## config.mk

```make
export PLATFORM = sky130hd
export DESIGN_NAME = three_mic_sound_onset_capture
export DESIGN_NICKNAME = d
export VERILOG_FILES = /design/src/hdl/tmsoc_pkg.sv /design/src/hdl/three_mic_sound_onset_capture.sv
export VERILOG_INCLUDE_DIRS = /design/src /design/src/hdl
export SDC_FILE = /design/constraint.sdc
export NUM_CORES = 1
export LEC_CHECK = 0
export ABC_AREA = 1
export BUFFER_PORTS_ARGS = -buffer_cell sky130_fd_sc_hd__clkbuf_2
export CAP_MARGIN = 15
export CORE_MARGIN = 3
export CORE_UTILIZATION = 42
export CTS_CLUSTER_SIZE = 10
export DETAILED_ROUTE_END_ITERATION = 10
export RECOVER_POWER = 50
export SYNTH_ARGS = -nofsm -noshare
export SYNTH_HDL_FRONTEND = slang
export SYNTH_SLANG_ARGS = --single-unit
```

## constraint.sdc

```tcl
create_clock -name clk -period 12.89 [get_ports clk]
set_clock_uncertainty 0.05 [all_clocks]
set_input_delay 2.578 -clock clk [delete_from_list [all_inputs] [get_ports clk]]
set_output_delay 2.578 -clock clk [all_outputs]
set_load 0.01 [all_outputs]
```

## src/hdl/three_mic_sound_onset_capture_assert.svh

```systemverilog
// Assertion macros for the onset capture block.
// The asserting module provides clk and rst_n.
`ifndef THREE_MIC_SOUND_ONSET_CAPTURE_ASSERT_SVH
`define THREE_MIC_SOUND_ONSET_CAPTURE_ASSERT_SVH

`ifndef ASSERT_OFF

`define TMSOC_ASSERT_IMPL(lbl, lhs, rhs) \
    lbl: assert property (@(posedge clk) disable iff (!rst_n) (lhs) |-> (rhs)) \
        else $error("assertion failed: same-cycle implication");

`define TMSOC_ASSERT_NEXT(lbl, lhs, rhs) \
    lbl: assert property (@(posedge clk) disable iff (!rst_n) (lhs) |=> (rhs)) \
        else $error("assertion failed: next-cycle implication");

`else

`define TMSOC_ASSERT_IMPL(lbl, lhs, rhs)

`define TMSOC_ASSERT_NEXT(lbl, lhs, rhs)

`endif

`endif

```

## src/hdl/tmsoc_pkg.sv

```systemverilog
package tmsoc_pkg;

    localparam int SAMPLE_W    = 10;
    localparam int THR_W       = 10;
    localparam int BUF_W       = 13;
    localparam int BASE_W      = 18;
    localparam int AVG_W       = 17;
    localparam int POS_W       = 12;
    localparam int SEL_W       = 3;
    localparam int CNT_W       = 8;
    localparam int SCALE_SHIFT = 7;
    localparam int NUM_THR     = 5;

    localparam logic [1:0] CMD_SAMPLE  = 2'd0;
    localparam logic [1:0] CMD_STEP    = 2'd1;
    localparam logic [1:0] CMD_RESTART = 2'd2;

    localparam logic [1:0] PHASE_WARMUP  = 2'd0;
    localparam logic [1:0] PHASE_LISTEN  = 2'd1;
    localparam logic [1:0] PHASE_CAPTURE = 2'd2;

    localparam logic [2:0] REG_THR_1  = 3'd0;
    localparam logic [2:0] REG_THR_2  = 3'd1;
    localparam logic [2:0] REG_THR_3  = 3'd2;
    localparam logic [2:0] REG_THR_4  = 3'd3;
    localparam logic [2:0] REG_THR_5  = 3'd4;
    localparam logic [2:0] REG_BUFFER = 3'd5;

    localparam logic [THR_W-1:0] THR_1_RESET = 10'd10;
    localparam logic [THR_W-1:0] THR_2_RESET = 10'd20;
    localparam logic [THR_W-1:0] THR_3_RESET = 10'd30;
    localparam logic [THR_W-1:0] THR_4_RESET = 10'd40;
    localparam logic [THR_W-1:0] THR_5_RESET = 10'd50;
    localparam logic [BUF_W-1:0] BUFFER_RESET = 13'd256;
    localparam logic [BUF_W-1:0] BUFFER_MIN   = 13'd3;
    localparam logic [BUF_W-1:0] BUFFER_MAX   = 13'd4096;
    localparam logic [SEL_W-1:0] SEL_RESET    = 3'd2;
    localparam logic [SEL_W-1:0] SEL_LAST     = 3'd4;

    typedef struct packed {
        logic [1:0]                 phase;
        logic                       onset;
        logic                       record_valid;
        logic [POS_W-1:0]           record_index;
        logic signed [SAMPLE_W-1:0] record_left;
        logic signed [SAMPLE_W-1:0] record_back;
        logic signed [SAMPLE_W-1:0] record_right;
        logic                       capture_done;
        logic signed [AVG_W-1:0]    average_left;
        logic signed [AVG_W-1:0]    average_back;
        logic signed [AVG_W-1:0]    average_right;
        logic [SEL_W-1:0]           threshold_choice;
    } result_t;

endpackage

```

## src/hdl/three_mic_sound_onset_capture.sv

```systemverilog
// Sound onset capture for three microphones. Each input beat carries a
// command in s_tuser and, for a sample set, three signed 10-bit samples in
// s_tdata; every beat produces exactly one result beat. The block warms up
// over AVERAGE_COUNT+1 sample sets, then compares each sample against its
// leaky average minus the selected threshold (times 128); an onset starts a
// capture of buffer_size-2 records (buffer_size clamped to 3..4096) with
// the averages frozen, the last one marked by m_tlast. Throughput is one
// beat per clock while m_tready is high; the averages, counters and
// threshold choice are updated between an input register and a result
// register. s_tready drops only when both stages are full and m_tready is low.
// The division by AVERAGE_COUNT is a constant reciprocal multiply, six in
// parallel per beat. Registers: threshold_1..5 at 0x00..0x10,
// buffer_size at 0x14.
`include "three_mic_sound_onset_capture_assert.svh"

module three_mic_sound_onset_capture
    import tmsoc_pkg::*;
#(
    parameter int AVERAGE_COUNT = 64
)
(
    input  logic        clk,
    input  logic        rst_n,
    input  logic        s_tvalid,
    output logic        s_tready,
    input  logic [31:0] s_tdata,   // mic_left, mic_back, mic_right, 2 zero bits
    input  logic [1:0]  s_tuser,   // command
    output logic        m_tvalid,
    input  logic        m_tready,
    output logic [95:0] m_tdata,   // record_index, record_left, record_back,
                                   // record_right, average_left, average_back,
                                   // average_right, threshold_choice
    output logic [3:0]  m_tuser,   // phase, onset, record_valid
    output logic        m_tlast,
    input  logic        psel,
    input  logic        penable,
    input  logic        pwrite,
    input  logic [4:0]  paddr,
    input  logic [31:0] pwdata,
    output logic [31:0] prdata,
    output logic        pready
);

    localparam int DIV_LOG   = $clog2(AVERAGE_COUNT);
    localparam int DIV_SHIFT = BASE_W + DIV_LOG;
    localparam int MULT_W    = BASE_W + 2;
    localparam int PROD_W    = BASE_W + MULT_W;
    localparam longint DIV_MULT_L =
        ((longint'(1) <<< DIV_SHIFT) + AVERAGE_COUNT - 1) / AVERAGE_COUNT;
    localparam logic [MULT_W-1:0] DIV_MULT = MULT_W'(DIV_MULT_L);
    localparam logic [CNT_W-1:0] WARMUP_LAST = CNT_W'(AVERAGE_COUNT);

    function automatic logic signed [BASE_W-1:0] div_n(input logic signed [BASE_W-1:0] v);
        logic [BASE_W-1:0] mag;
        logic [PROD_W-1:0] prod;
        logic [BASE_W-1:0] q;
        mag  = v[BASE_W-1] ? (~v + 1'b1) : v;
        prod = PROD_W'(mag) * PROD_W'(DIV_MULT);
        q    = BASE_W'(prod >> DIV_SHIFT);
        return v[BASE_W-1] ? BASE_W'(~q + 1'b1) : q;
    endfunction

    function automatic logic signed [BASE_W-1:0] leak(input logic signed [BASE_W-1:0] avg,
                                                       input logic signed [BASE_W-1:0] s);
        logic signed [BASE_W:0] sum;
        sum = (BASE_W+1)'(div_n(s)) + (BASE_W+1)'(avg) - (BASE_W+1)'(div_n(avg));
        return sum[BASE_W-1:0];
    endfunction

    logic [THR_W-1:0] thr1_reg, thr2_reg, thr3_reg, thr4_reg, thr5_reg;
    logic [BUF_W-1:0] buf_reg;

    logic                       in_valid_reg;
    logic [1:0]                 in_cmd_reg;
    logic signed [SAMPLE_W-1:0] in_left_reg, in_back_reg, in_right_reg;

    logic signed [BASE_W-1:0] base_left_reg, base_back_reg, base_right_reg;
    logic signed [BASE_W-1:0] base_left_next, base_back_next, base_right_next;
    logic [CNT_W-1:0]         warm_reg, warm_next;
    logic [POS_W-1:0]         pos_reg, pos_next;
    logic [SEL_W-1:0]         sel_reg, sel_next;

    logic    out_valid_reg;
    result_t out_reg, res_next;

    logic advance;
    logic cfg_write;

    logic signed [BASE_W-1:0] s_left, s_back, s_right;
    logic signed [19:0]       thr_scaled;
    logic [THR_W-1:0]         thr_live;
    logic [BUF_W-1:0]         lim, pos_inc;
    logic                     below;

    assign advance   = !out_valid_reg || m_tready;
    assign s_tready  = !in_valid_reg || advance;
    assign cfg_write = psel && penable && pwrite && pready;
    assign pready    = 1'b1;

    always_comb
    begin
        case (paddr[4:2])
            REG_THR_1:  prdata = 32'(thr1_reg);
            REG_THR_2:  prdata = 32'(thr2_reg);
            REG_THR_3:  prdata = 32'(thr3_reg);
            REG_THR_4:  prdata = 32'(thr4_reg);
            REG_THR_5:  prdata = 32'(thr5_reg);
            REG_BUFFER: prdata = 32'(buf_reg);
            default:    prdata = 32'd0;
        endcase
    end

    always_ff @(posedge clk or negedge rst_n)
    begin
        if (!rst_n)
        begin
            thr1_reg <= THR_1_RESET;
            thr2_reg <= THR_2_RESET;
            thr3_reg <= THR_3_RESET;
            thr4_reg <= THR_4_RESET;
            thr5_reg <= THR_5_RESET;
            buf_reg  <= BUFFER_RESET;
        end
        else if (cfg_write)
        begin
            case (paddr[4:2])
                REG_THR_1:  thr1_reg <= pwdata[THR_W-1:0];
                REG_THR_2:  thr2_reg <= pwdata[THR_W-1:0];
                REG_THR_3:  thr3_reg <= pwdata[THR_W-1:0];
                REG_THR_4:  thr4_reg <= pwdata[THR_W-1:0];
                REG_THR_5:  thr5_reg <= pwdata[THR_W-1:0];
                REG_BUFFER: buf_reg  <= pwdata[BUF_W-1:0];
                default:    ;
            endcase
        end
    end

    always_comb
    begin
        case (sel_reg)
            REG_THR_2: thr_live = thr2_reg;
            REG_THR_3: thr_live = thr3_reg;
            REG_THR_4: thr_live = thr4_reg;
            REG_THR_5: thr_live = thr5_reg;
            default:   thr_live = thr1_reg;
        endcase
    end

    assign s_left     = BASE_W'(signed'({in_left_reg, {SCALE_SHIFT{1'b0}}}));
    assign s_back     = BASE_W'(signed'({in_back_reg, {SCALE_SHIFT{1'b0}}}));
    assign s_right    = BASE_W'(signed'({in_right_reg, {SCALE_SHIFT{1'b0}}}));
    assign thr_scaled = 20'({thr_live, {SCALE_SHIFT{1'b0}}});

    assign below = (20'(s_left)  < 20'(base_left_reg)  - thr_scaled) ||
                   (20'(s_back)  < 20'(base_back_reg)  - thr_scaled) ||
                   (20'(s_right) < 20'(base_right_reg) - thr_scaled);

    assign lim     = (buf_reg < BUFFER_MIN) ? BUFFER_MIN :
                     (buf_reg > BUFFER_MAX) ? BUFFER_MAX : buf_reg;
    assign pos_inc = BUF_W'(pos_reg) + 1'b1;

    always_comb
    begin
        base_left_next  = base_left_reg;
        base_back_next  = base_back_reg;
        base_right_next = base_right_reg;
        warm_next       = warm_reg;
        pos_next        = pos_reg;
        sel_next        = sel_reg;
        res_next        = '0;

        case (in_cmd_reg)
            CMD_STEP:
            begin
                sel_next = (sel_reg >= SEL_LAST) ? '0 : sel_reg + 1'b1;
            end
            CMD_RESTART:
            begin
                warm_next = '0;
            end
            CMD_SAMPLE:
            begin
                if (pos_reg != '0)
                begin
                    res_next.record_valid = 1'b1;
                    res_next.record_index = pos_reg;
                    res_next.record_left  = in_left_reg;
                    res_next.record_back  = in_back_reg;
                    res_next.record_right = in_right_reg;
                    if (pos_inc >= lim - 1'b1)
                    begin
                        pos_next              = '0;
                        res_next.capture_done = 1'b1;
                    end
                    else
                    begin
                        pos_next = pos_inc[POS_W-1:0];
                    end
                end
                else if (warm_reg <= WARMUP_LAST)
                begin
                    base_left_next  = leak(base_left_reg, s_left);
                    base_back_next  = leak(base_back_reg, s_back);
                    base_right_next = leak(base_right_reg, s_right);
                    warm_next       = warm_reg + 1'b1;
                end
                else if (below)
                begin
                    res_next.onset = 1'b1;
                    pos_next       = POS_W'(1);
                end
                else
                begin
                    base_left_next  = leak(base_left_reg, s_left);
                    base_back_next  = leak(base_back_reg, s_back);
                    base_right_next = leak(base_right_reg, s_right);
                end
            end
            default: ;
        endcase

        if (pos_next != '0)
            res_next.phase = PHASE_CAPTURE;
        else if (warm_next <= WARMUP_LAST)
            res_next.phase = PHASE_WARMUP;
        else
            res_next.phase = PHASE_LISTEN;

        res_next.average_left     = base_left_next[AVG_W-1:0];
        res_next.average_back     = base_back_next[AVG_W-1:0];
        res_next.average_right    = base_right_next[AVG_W-1:0];
        res_next.threshold_choice = sel_next;
    end

    always_ff @(posedge clk or negedge rst_n)
    begin
        if (!rst_n)
        begin
            in_valid_reg   <= 1'b0;
            out_valid_reg  <= 1'b0;
            base_left_reg  <= '0;
            base_back_reg  <= '0;
            base_right_reg <= '0;
            warm_reg       <= '0;
            pos_reg        <= '0;
            sel_reg        <= SEL_RESET;
        end
        else
        begin
            if (s_tready)
                in_valid_reg <= s_tvalid;
            if (advance)
                out_valid_reg <= in_valid_reg;
            if (advance && in_valid_reg)
            begin
                base_left_reg  <= base_left_next;
                base_back_reg  <= base_back_next;
                base_right_reg <= base_right_next;
                warm_reg       <= warm_next;
                pos_reg        <= pos_next;
                sel_reg        <= sel_next;
            end
        end
    end

    always_ff @(posedge clk)
    begin
        if (s_tready && s_tvalid)
        begin
            in_cmd_reg   <= s_tuser;
            in_left_reg  <= s_tdata[9:0];
            in_back_reg  <= s_tdata[19:10];
            in_right_reg <= s_tdata[29:20];
        end
        if (advance && in_valid_reg)
            out_reg <= res_next;
    end

    assign m_tvalid = out_valid_reg;
    assign m_tuser  = {out_reg.record_valid, out_reg.onset, out_reg.phase};
    assign m_tlast  = out_reg.capture_done;
    assign m_tdata  = {out_reg.threshold_choice,
                       out_reg.average_right, out_reg.average_back, out_reg.average_left,
                       out_reg.record_right, out_reg.record_back, out_reg.record_left,
                       out_reg.record_index};

    `TMSOC_ASSERT_IMPL(a_stall_only_on_full, in_valid_reg && !s_tready, m_tvalid && !m_tready)
    `TMSOC_ASSERT_IMPL(a_onset_starts_capture, m_tvalid && m_tuser[2], m_tuser[1:0] == PHASE_CAPTURE)
    `TMSOC_ASSERT_IMPL(a_done_is_record, m_tvalid && m_tlast, m_tuser[3] && !m_tuser[2])
    `TMSOC_ASSERT_NEXT(a_onset_first_pos, advance && in_valid_reg && res_next.onset, pos_reg == POS_W'(1))

endmodule

```

* Word-level counts from Yosys, hierarchy flattened
Cells that the tools add are included.
** Operators by class
- Add/subtract/negate cells :: 25
- Multipliers :: 0
- Divide/modulo/power cells :: 0
- $lt $le $gt $ge :: 9
- Eq/ne operators :: 12
- Shifts and indexed selects :: 0
- Mux-type cells :: 42
- Bitwise gates (word level) :: 14
- Reductions and logical operators :: 23
** Operator list (number)
- 2-to-1 mux 18 bit :: 18
- adder 18 x 1 -> 18 bit, second input constant :: 12
- inverter 12 -> 18 bit :: 6
- inverter 18 bit :: 6
- 2-to-1 mux 17 bit :: 6
- one-hot mux 13 bit (6 select lines) :: 1
- 2-to-1 mux 12 bit :: 5
- < comparator 17 x 19 -> 1 bit :: 3
- subtractor 18 x 18 -> 19 bit :: 3
- adder 18 bit :: 3
- subtractor 18 bit :: 3
- 2-to-1 mux 44 bit :: 1
- one-hot mux 10 bit (4 select lines) :: 1
- 2-to-1 mux 13 bit :: 2
- nonzero test 12 bit :: 2
- <= comparator 8 x 7 -> 1 bit, second input constant :: 2
- 2-to-1 mux 8 bit :: 2
- one-hot mux 8 bit (2 select lines) :: 1
- AND reduction 2 bit :: 7
- adder 12 x 1 -> 13 bit, second input constant :: 1
- >= comparator 13 bit :: 1
- > comparator 13 bit, second input constant :: 1
- < comparator 13 x 2 -> 1 bit, second input constant :: 1
- subtractor 13 x 1 -> 13 bit, second input constant :: 1
- other kinds (19) :: 36
** Storage, ports and cells
- Flip-flop bits (word level) :: 275
- Latch bits :: 0
- Memory bits (writable) :: 0
- Bits in read-only memories :: 0
- Memories :: 0

* Longest topological paths before layout
- Depth after elaboration :: 12
- Mapped depth :: 39

* Worst setup path after synthesis
OpenSTA, ideal clock, no wires.
- Kind :: in2reg
- Start :: input port m_tready
- End :: register out_reg (netlist bit m_tdata[0]), enable pin
- Data arrival time :: 5775 ps
- Path slack :: 6562 ps
- Stages on the path :: 5
- Path through :: inv_1 nand2_1 nand2_1 inv_1 clkbuf_1
** Between the ends
- Cells in the longest elaborated chain, start to end :: 2
** RTL lines
- start: declaration :: line three_mic_sound_onset_capture.sv:29 : input logic m_tready,
- logical OR 1 bit :: line three_mic_sound_onset_capture.sv:95 : assign advance = !out_valid_reg || m_tready;
- logical AND 1 bit :: line three_mic_sound_onset_capture.sv:275 : if (advance && in_valid_reg)
- end signal: assignment :: line three_mic_sound_onset_capture.sv:276 : out_reg <= res_next;
- end: declaration :: line three_mic_sound_onset_capture.sv:84 : result_t out_reg, res_next;
Every way passes these cells.
A chain may end at the register's enable or synchronous reset.

==> results.sh <==
export IMPL_io_pins=214
export IMPL_setup_viol=0
export IMPL_syn_inst=2777
export IMPL_layout_min_cycle_time_ns=9.09
export IMPL_cts_sinks=275
export IMPL_ys_ff_latch=275
export IMPL_worstSetupPathType="in2async"
export IMPL_die_y_um=231
export IMPL_holdPathEnd="thr5_reg[9]"
export IMPL_totalWireLength_um=62200
export IMPL_status="complete, but fails checks"
export IMPL_grt_total_usage_pct=23.1
export IMPL_violations="capacitance limit, slew limit"
export IMPL_tritoncts="built"
export IMPL_finalHoldViolCount=0
export IMPL_setup_tns_ns=0
export IMPL_cp_num_buf_inv=2
export IMPL_layout_nets=3214
export IMPL_drv_slew=316
export IMPL_pre_cts_slack_ns=4.69
export IMPL_r2r_end="base_back_reg[2]"
export IMPL_use_met3_pct=4.49
export IMPL_yosysUniqueCellTypes=63
export IMPL_cp_top_family="buffers and inverters"
export IMPL_ys_warn_count=0
export IMPL_grtUsageMet1_pct=30.9
export IMPL_dpl_hpwl_um=47100
export IMPL_end_kind="async pin"
export IMPL_syn_area_sq_mm=0.0213
export IMPL_worstRegToRegCells=35
export IMPL_synth_largest_area_cell="edfxtp_1"
export IMPL_io_buffers=170
export IMPL_start_util_pct=43.1
export IMPL_synth_top_area_share_pct=18.7
export IMPL_ctsHoldBuffers=0
export IMPL_grt_pass1_vias=17800
export IMPL_tightestPinTransition_ns=4.24
export IMPL_grt_pass1_wl_um=97200
export IMPL_gp_congestion=0.931
export IMPL_synth_main_ff_cell="edfxtp_1"
export IMPL_cts_root_buf="clkbuf_16"
export IMPL_met2_usage_pct=37.4
export IMPL_drive_above_1_share_pct=7.43
export IMPL_insertion_delay_ns=0.57
export IMPL_min_path_type="reg2reg"
export IMPL_wl_per_cell_um=17.2
export IMPL_min_from="thr5_reg[9]"
export IMPL_dieArea_sq_mm=0.0535
export IMPL_grt_start_max_net_pins=80
export IMPL_syn_mean_instance_area_sq_um=7.68
export IMPL_h_tree_depth=2
export IMPL_synth_seq_area_share_pct=35.5
export IMPL_max_cap_violations=6
export IMPL_core_area_sq_mm=0.0496
export IMPL_async_flop_share_pct=51.6
export IMPL_relSlewSlack_pct=-183
export IMPL_n_fill_cell=4897
export IMPL_largest_register_ff_count=96
export IMPL_r2r_start="sel_reg[1]"
export IMPL_clockBufferDepth=3
export IMPL_drt_iter0_drc=1350
export IMPL_top_usage_layer="met2"
export IMPL_vias_per_cell=5.20
export IMPL_drc=0
export IMPL_crit_path_top_delay_cell="clkbuf_1"
export IMPL_synth_area_leaders="edfxtp_1, dfrtp_1, nand2_1"
export IMPL_worst_slack_ns=3.80
export IMPL_post_cts_buffers=0
export IMPL_rows=81
export IMPL_drt_first_pass_iters=8
export IMPL_path_cells="clkbuf_1 > clkbuf_1"
export IMPL_cp_required_ns=12.51
export IMPL_cts_resized_gates=0
export IMPL_die_w_um=231
export IMPL_synth_edff_count=133
export IMPL_path_clk_slew_ns=0.06
export IMPL_max_stage_delay_ns=3.15
export IMPL_cp_max_fo=79
export IMPL_fmax_mhz=110
export IMPL_antenna_left=0
export IMPL_antenna_found_initial=0
export IMPL_rsz0062_at_grt="no"
export IMPL_vias=18800
export IMPL_r2r_slack_ns=4.66
export IMPL_numCtsBuffers=36
export IMPL_syn2layout_area_growth_pct=11.4
export IMPL_cp_data_arrival_time_ns=8.71
export IMPL_start_kind="input port"
export IMPL_grt_overflow=0
export IMPL_cp_common_cell="clkbuf_1"
export IMPL_fin_crit_sh_pct=70.5
export IMPL_min_path_cells=2
export IMPL_antenna_cells=0
logic make-up after synthesis:
kind of cell	count (synthesis)	share of synthesized area (%)
AND/OR/NAND/NOR	1202	23.4
AO/OA/AOI/OAI	480	12.6
buffers and inverters	479	9.03
flip-flops	275	35.5
adder cells (fa/ha/maj)	202	13.7
XOR/XNOR	137	5.66
other	2	0.0352
synthesized netlist by cell type (9+ instances only):
cell type and n:
o22ai_1 21, buf_2 20, nor3_1 25, nand2_2 9, dfstp_2 15, a221oi_1 17, buf_1 11, clkbuf_1 30
xor2_1 94, ha_1 148, fa_1 54, a22oi_1 9, dfrtp_1 127, nand4_1 32, nor2_1 253, edfxtp_1 133
a31oi_1 11, nand3_1 151, inv_2 11, o21ai_1 18, o21ai_0 236, inv_1 373, buf_4 23, nor2_2 16
a21oi_1 113, xnor2_1 42, nand2_1 687
through the flow:
step	area (sq um)	instances	hold slack (ns)	utilization, %
finish	23800	3625	0.436	48.0
global route	23800	3625	0.462	48.0
CTS	23900	3625	0.437	48.2
detailed placement	22800	3560	0.423	46.0
global placement	22800	3560	0.422	46.0
floorplan	21400	2795	0.403	-
placed cells by master (no fill, tap or decap), types with 18 or more instances in the layout:
cell,n
nand2_1,686
inv_1,373
nor2_1,254
o21ai_0,236
nand3_1,151
ha_1,148
edfxtp_1,133
dfrtp_1,127
a21oi_1,113
clkbuf_1,96
clkbuf_2,95
xor2_1,94
fa_1,54
xnor2_1,42
clkbuf_16,36
nand4_1,32
nor3_1,25
o22ai_1,21
conb_1,20
o21ai_1,18
metal layers:
| layer | share of wire (%) | vias up | routed length [um] |
|---|---|---|---|
| li1 | - | 9385 | - |
| met5 | 0 | - | 0 |
| met2 | 46 | 516 | 28600 |
| met3 | 6.2 | 117 | 3860 |
| met1 | 44 | 8819 | 27500 |
| met4 | 3.6 | 0 | 2210 |
final cells by class:
| class | instances | area, sq um | area share [%] |
|---|---|---|---|
| Clock buffer | 53 | 975 | 4.10 |
| Clock inverter | 12 | 141 | 0.595 |
| Inverter | 392 | 1470 | 6.20 |
| Multi-Input combinational cell | 2041 | 11900 | 50.1 |
| Sequential cell | 275 | 7570 | 31.8 |
| Tap cell | 664 | 831 | 3.50 |
| Timing Repair Buffer | 188 | 870 | 3.66 |
worst max-delay path by stage:
stage	end	slack (ns)	cells past startpoint	startpoint
finish	sel_reg[0]	3.80	2	rst_n
global placement	base_right_reg[6]	4.78	35	sel_reg[1]
floorplan	m_tdata[0]	6.56	5	m_tready
detailed placement	base_back_reg[2]	4.69	35	sel_reg[1]
CTS	base_back_reg[2]	4.66	35	sel_reg[1]
global route	thr5_reg[7]	2.54	2	rst_n
Power is left out: the tool's default activity adds up to more than one toggle a clock period on the data nets, which glitch-free logic cannot reach.
